==> config.mk <==
export PLATFORM = sky130hd
export DESIGN_NAME = sssp_ctrl
export DESIGN_NICKNAME = d
export VERILOG_FILES = /design/src/sv/sssp_pkg.sv /design/src/sv/sssp_ctrl.sv
export SDC_FILE = /design/constraint.sdc
export NUM_CORES = 1
export LEC_CHECK = 0
export BUFFER_PORTS_ARGS = -buffer_cell sky130_fd_sc_hd__buf_2
export CAP_MARGIN = 20
export CORE_MARGIN = 5
export CORE_UTILIZATION = 46
export CTS_BUF_LIST = sky130_fd_sc_hd__clkbuf_4
export DETAILED_ROUTE_END_ITERATION = 10
export GPL_ROUTABILITY_DRIVEN = 0
export PLACE_DENSITY = 0.92
export SKIP_LAST_GASP = 1
export SLEW_MARGIN = 40
export SYNTH_ARGS = -nofsm -noshare
export SYNTH_HDL_FRONTEND = slang
export SYNTH_SLANG_ARGS = --single-unit
==> constraint.sdc <==
create_clock -name clk -period 2.3 [get_ports clk]
set_clock_uncertainty 0.2 [all_clocks]
set_input_delay 0.115 -clock clk [delete_from_list [all_inputs] [get_ports clk]]
set_output_delay 0.115 -clock clk [all_outputs]
set_load 0.02 [all_outputs]
==> src/sv/sssp_pkg.sv <==
// sssp_pkg: constants and controller/datapath command and status types for the
// shortest-path block. No dependencies.
`timescale 1ns / 1ps
package sssp_pkg;
	localparam int MaxVertices = 64;
	localparam int MaxEdges = 256;
	localparam int WeightBits = 16;
	localparam int VertBits = $clog2(MaxVertices);
	localparam int EdgeBits = $clog2(MaxEdges);
	localparam int DistBits = 31;
	localparam logic [DistBits-1:0] DistInf = {DistBits{1'b1}};
	localparam logic OP_ADD = 1'b0;
	localparam logic OP_RUN = 1'b1;

	typedef struct packed {
		logic init_clr;   // write infinity/unsettled at scan index
		logic set_src;    // write zero at source
		logic scan_clr;   // clear min-search accumulators
		logic scan_step;  // compare one vertex into minimum
		logic settle;     // mark pick settled
		logic edge_step;  // relax one edge
		logic out_step;   // emit one result
		logic idx_clr;    // reset vertex/edge index
		logic [VertBits-1:0] src;
	} sssp_cmd_t;

	typedef struct packed {
		logic vidx_last;  // vertex index is at n-1
		logic eidx_last;  // edge index is at last stored edge
		logic no_edges;
		logic found;      // minimum search found a vertex
		logic relax_busy; // edge read stage of relax still holds an edge
	} sssp_sts_t;
endpackage

==> src/sv/sssp_ctrl.sv <==
// sssp_ctrl: run sequencer (init, min scan, settle, relax sweep, emit).
// Depends on sssp_pkg.
`timescale 1ns / 1ps
module sssp_ctrl (
	input  logic clk,
	input  logic arst_n,
	input  logic run_go,
	input  logic [sssp_pkg::VertBits-1:0] src,
	input  logic src_ok,
	input  sssp_pkg::sssp_sts_t sts,
	output sssp_pkg::sssp_cmd_t cmd,
	output logic busy,
	output logic done,
	output logic last
);
	import sssp_pkg::*;
	localparam logic [2:0] S_IDLE = 3'd0, S_INIT = 3'd1, S_SCAN = 3'd2, S_PICK = 3'd3,
		S_EDGE = 3'd4, S_DRAIN = 3'd5, S_OUT = 3'd6, S_SRC = 3'd7;
	logic [2:0] state_q;
	logic [VertBits-1:0] src_q;
	logic src_ok_q, out_v_q, out_l_q;

	always_comb begin
		cmd = '0;
		cmd.src = src_q;
		case (state_q)
			S_INIT: cmd.init_clr = 1'b1;
			S_SCAN: cmd.scan_step = 1'b1;
			S_PICK: cmd.settle = sts.found;
			S_EDGE: cmd.edge_step = 1'b1;
			S_OUT: cmd.out_step = 1'b1;
			S_SRC: cmd.set_src = src_ok_q;
			default: ;
		endcase
		if (state_q == S_SRC || state_q == S_DRAIN) cmd.scan_clr = 1'b1;
		if ((state_q == S_INIT && sts.vidx_last) || state_q == S_SRC
			|| (state_q == S_SCAN && sts.vidx_last) || (state_q == S_PICK)
			|| state_q == S_DRAIN || run_go)
			cmd.idx_clr = 1'b1;
	end

	always_ff @(posedge clk or negedge arst_n) begin
		if (!arst_n) begin
			state_q <= S_IDLE;
			out_v_q <= 1'b0;
			out_l_q <= 1'b0;
			src_ok_q <= 1'b0;
			src_q <= '0;
		end else begin
			out_v_q <= state_q == S_OUT;
			out_l_q <= state_q == S_OUT && sts.vidx_last;
			case (state_q)
				S_IDLE: if (run_go) begin
					src_q <= src;
					src_ok_q <= src_ok;
					state_q <= S_INIT;
				end
				S_INIT: if (sts.vidx_last) state_q <= S_SRC;
				S_SRC: state_q <= src_ok_q ? S_SCAN : S_OUT;
				S_SCAN: if (sts.vidx_last) state_q <= S_PICK;
				S_PICK: state_q <= !sts.found ? S_OUT : (sts.no_edges ? S_DRAIN : S_EDGE);
				S_EDGE: if (sts.eidx_last) state_q <= S_DRAIN;
				// hold until the last edge has left the edge read stage of the relax pipeline
				S_DRAIN: if (!sts.relax_busy) state_q <= S_SCAN;
				S_OUT: if (sts.vidx_last) state_q <= S_IDLE;
				default: state_q <= S_IDLE;
			endcase
		end
	end

	assign busy = state_q != S_IDLE || out_v_q;
	assign done = out_v_q;
	assign last = out_l_q;
endmodule

==> out/results.txt <==
status - finished clean
syn_nets - 78
Net Sw Frac - 46.0%
first-pass GRT wire length - 2450 um
Post-DP HPWL - 1120 um
vias in the first global route - 542
combinational share of power - 50.0%
CP Capture Type - output port
CP arrival - 1560 ps
number of cell rows - 13
Crit Path Max Fanout - 17
DRT Wirelength - 1510 um
CP Class - reg -> out
Setup TNS Final - 0 ps
gr ovfl total - 0
max_cap viols - 0
CP startpoint - state_q[1]
DRT Pass-1 Iters - 4
Achievable Freq - 532 MHz
largest net degree at the start of global routing - 20
min Tclk post-route - 1880 ps
CP required - 1990 ps
Die H - 47.3 um
CP bufs+invs - 1
largest area contributor in the netlist - dfrtp_1
TritonCTS clock tree - yes
Sequential Power Share - 39.1%
Clock power frac - 10.9%
worst min path class - in -> reg
Fill cells - 101
Mean Syn Cell Area - 10.2 um^2
design area - 902 um^2
Setup Viol. Count Final - 0
cell family with most CP delay - flip-flops
Post-synth EDFFs - 0
Port-buffer cells - 31
later-pin clock latency in the skew report - 270 ps
#FFs+latches synth - 12
Initial Utilization - 48.6%
Top FF cell, synth - dfrtp_1
initial antenna violation count - 0
CTS root buf - clkbuf_4
part of the cycle the worst path needs - 81.7%
critical path launch point type - flop
I/O pins - 32
Critical R2R Capture - src_q[4]
P_int - 0.643 mW
Cell variety after synth - 24
Post-CTS Resized - 0
Max Slew Vio Count - 0
Initial DRC Count - 13
Inserted Diodes - 0
Commonest cells post-synth - dfrtp_1, mux2_2, nor2_1, nand2_1, nor2b_1
Worst path depth - 2
CTS clock-pin slew for the worst setup and hold paths - 70 ps
share of the synthesized area in the top cell type - 46.9%
ys async rst share - 100%
Tightest Pin Transition - 552 ps
routed len/inst - 12.9 um
R2R cell count - 2
unrepaired setup endpoints after global routing - no
Vias - 591
DRT antenna net count - 0
clk sink count - 12
Core Footprint - 0.00132 mm^2
cells taking the most area after synthesis - dfrtp_1, mux2_2, nor2b_1, nor4b_4, nor2_1
Clock Path Buffers - 2
Seq/Total Area, Yosys - 46.9%
Syn-to-layout area delta - 40.8%
PwrDens - 1320 mW/mm^2
most common cell in the netlist - dfrtp_1
final net count - 118
end point of the critical path - busy
Syn Std Cell Area - 641 um^2
layout cells sized above 1 - 41.2%
Fin. Hold Viols - 0
sw power - 0.547 mW
Die ar. - 0.00224 mm^2
GRT Total Usage - 16.3%
worst-path cell chain - or4_1 -> buf_2
RR Startpoint - state_q[1]
die width - 47.3 um
cts bufs inserted - 3
Post-CTS Hold Fix Bufs - 9
setup bufs post-CTS - 0
peak supply drop - 0.803 mV
# DRC - 0
CP max stage delay - 570 ps
Slew HR - 63.2%
Crit-path slowest cell - dfrtp_1
R2R setup slack - 440 ps
Yosys Warn Count - 0
placed cell areas - 786 um^2
P_leak - 0.443 nW
via/cell ratio - 5.05
Gate Count Post-Synth - 63
H-tree depth - 1
[cells by family (layout without fill, tap and decap cells)]
logic type      Yosys count  after routing  synth area share [%]
flops                    12             12                  46.9
buf+inv                   7             46                  5.66
mux                       6              6                  10.5
compound gates           13             13                  13.7
simple gates             25             25                  23.2
[metal layers]
metal	share of wire (%)	vias to the layer above	global-route usage [%]
li1	-	296	-
met1	41	274	20.3
met2	53	19	25.4
met3	5.0	2	2.30
met4	1.3	0	11.6
met5	0	-	0
[stage by stage]
stage / std cells / power, mW / utilization (%) / setup WS [ps] / hold WS [ps]
global placement: 104 / 1.03 / 59.6 / 500 / -206
global route: 117 / 1.28 / 68.5 / 352 / 83.0
detailed placement: 104 / 1.05 / 59.6 / 452 / -196
CTS: 117 / 1.20 / 68.5 / 411 / 35.9
finish: 117 / 1.19 / 68.5 / 420 / 72.7
floorplan: 63 / 0.894 / - / 698 / -381
[worst min path at each step]
stage | slack [ps] | cells past startpoint | start | to
5_1_grt | 80 | 4 | sts[2] | state_q[0]
4_1_cts | 40 | 2 | arst_n | src_q[2]
2_1_floorplan | -380 | 0 | arst_n | done
6_report | 70 | 4 | sts[2] | state_q[0]
3_5_place_dp | -200 | 1 | arst_n | src_q[2]
3_3_place_gp | -210 | 1 | arst_n | src_q[1]
[worst reg2reg max path, stage by stage, from the launching register on]
cell,delay [ps]
dfrtp_1,570
nor4b_4,580
mux2_2,400
[area by class of cell]
cell class | instances | area (um^2) | area share [%]
multi-input combinational | 44 | 304 | 33.7
clock buffer | 3 | 22.5 | 2.50
sequential | 12 | 300 | 33.3
inverter | 2 | 7.51 | 0.832
clock inverter | 1 | 3.75 | 0.416
tap | 15 | 18.8 | 2.08
timing repair buffer | 40 | 245 | 27.2
[power by group through the flow]
stage / registers (mW) / logic, mW / clock network (mW)
2_1_floorplan: 0.447 / 0.447 / 0
3_3_place_gp: 0.454 / 0.575 / 0
3_5_place_dp: 0.466 / 0.588 / 0
4_1_cts: 0.463 / 0.602 / 0.137
5_1_grt: 0.487 / 0.645 / 0.146
6_report: 0.466 / 0.595 / 0.130
[cell usage in the layout (no fill, tap or decap), drive strengths merged]
cell	instances
dfrtp	12
nand3	2
a31oi	1
or4	1
o221a	1
nor2	6
nor3	1
clkinv	1
dlygate4sd3	9
buf	31
o22ai	1
and2	1
nor4b	1
nor2b	4
o211a	1
inv	2
nand2	4
mux2	6
o2bb2ai	1
o21a	2
a21oi	3
o21ai	3
nor3b	2
nand2b	3
clkbuf	3
[flip-flops by register name, summed over array words and instances (netlist names)]
name	count
done	1
state_q	3
src_ok_q	1
last	1
src_q	6
(Power assumes the default switching activity.)
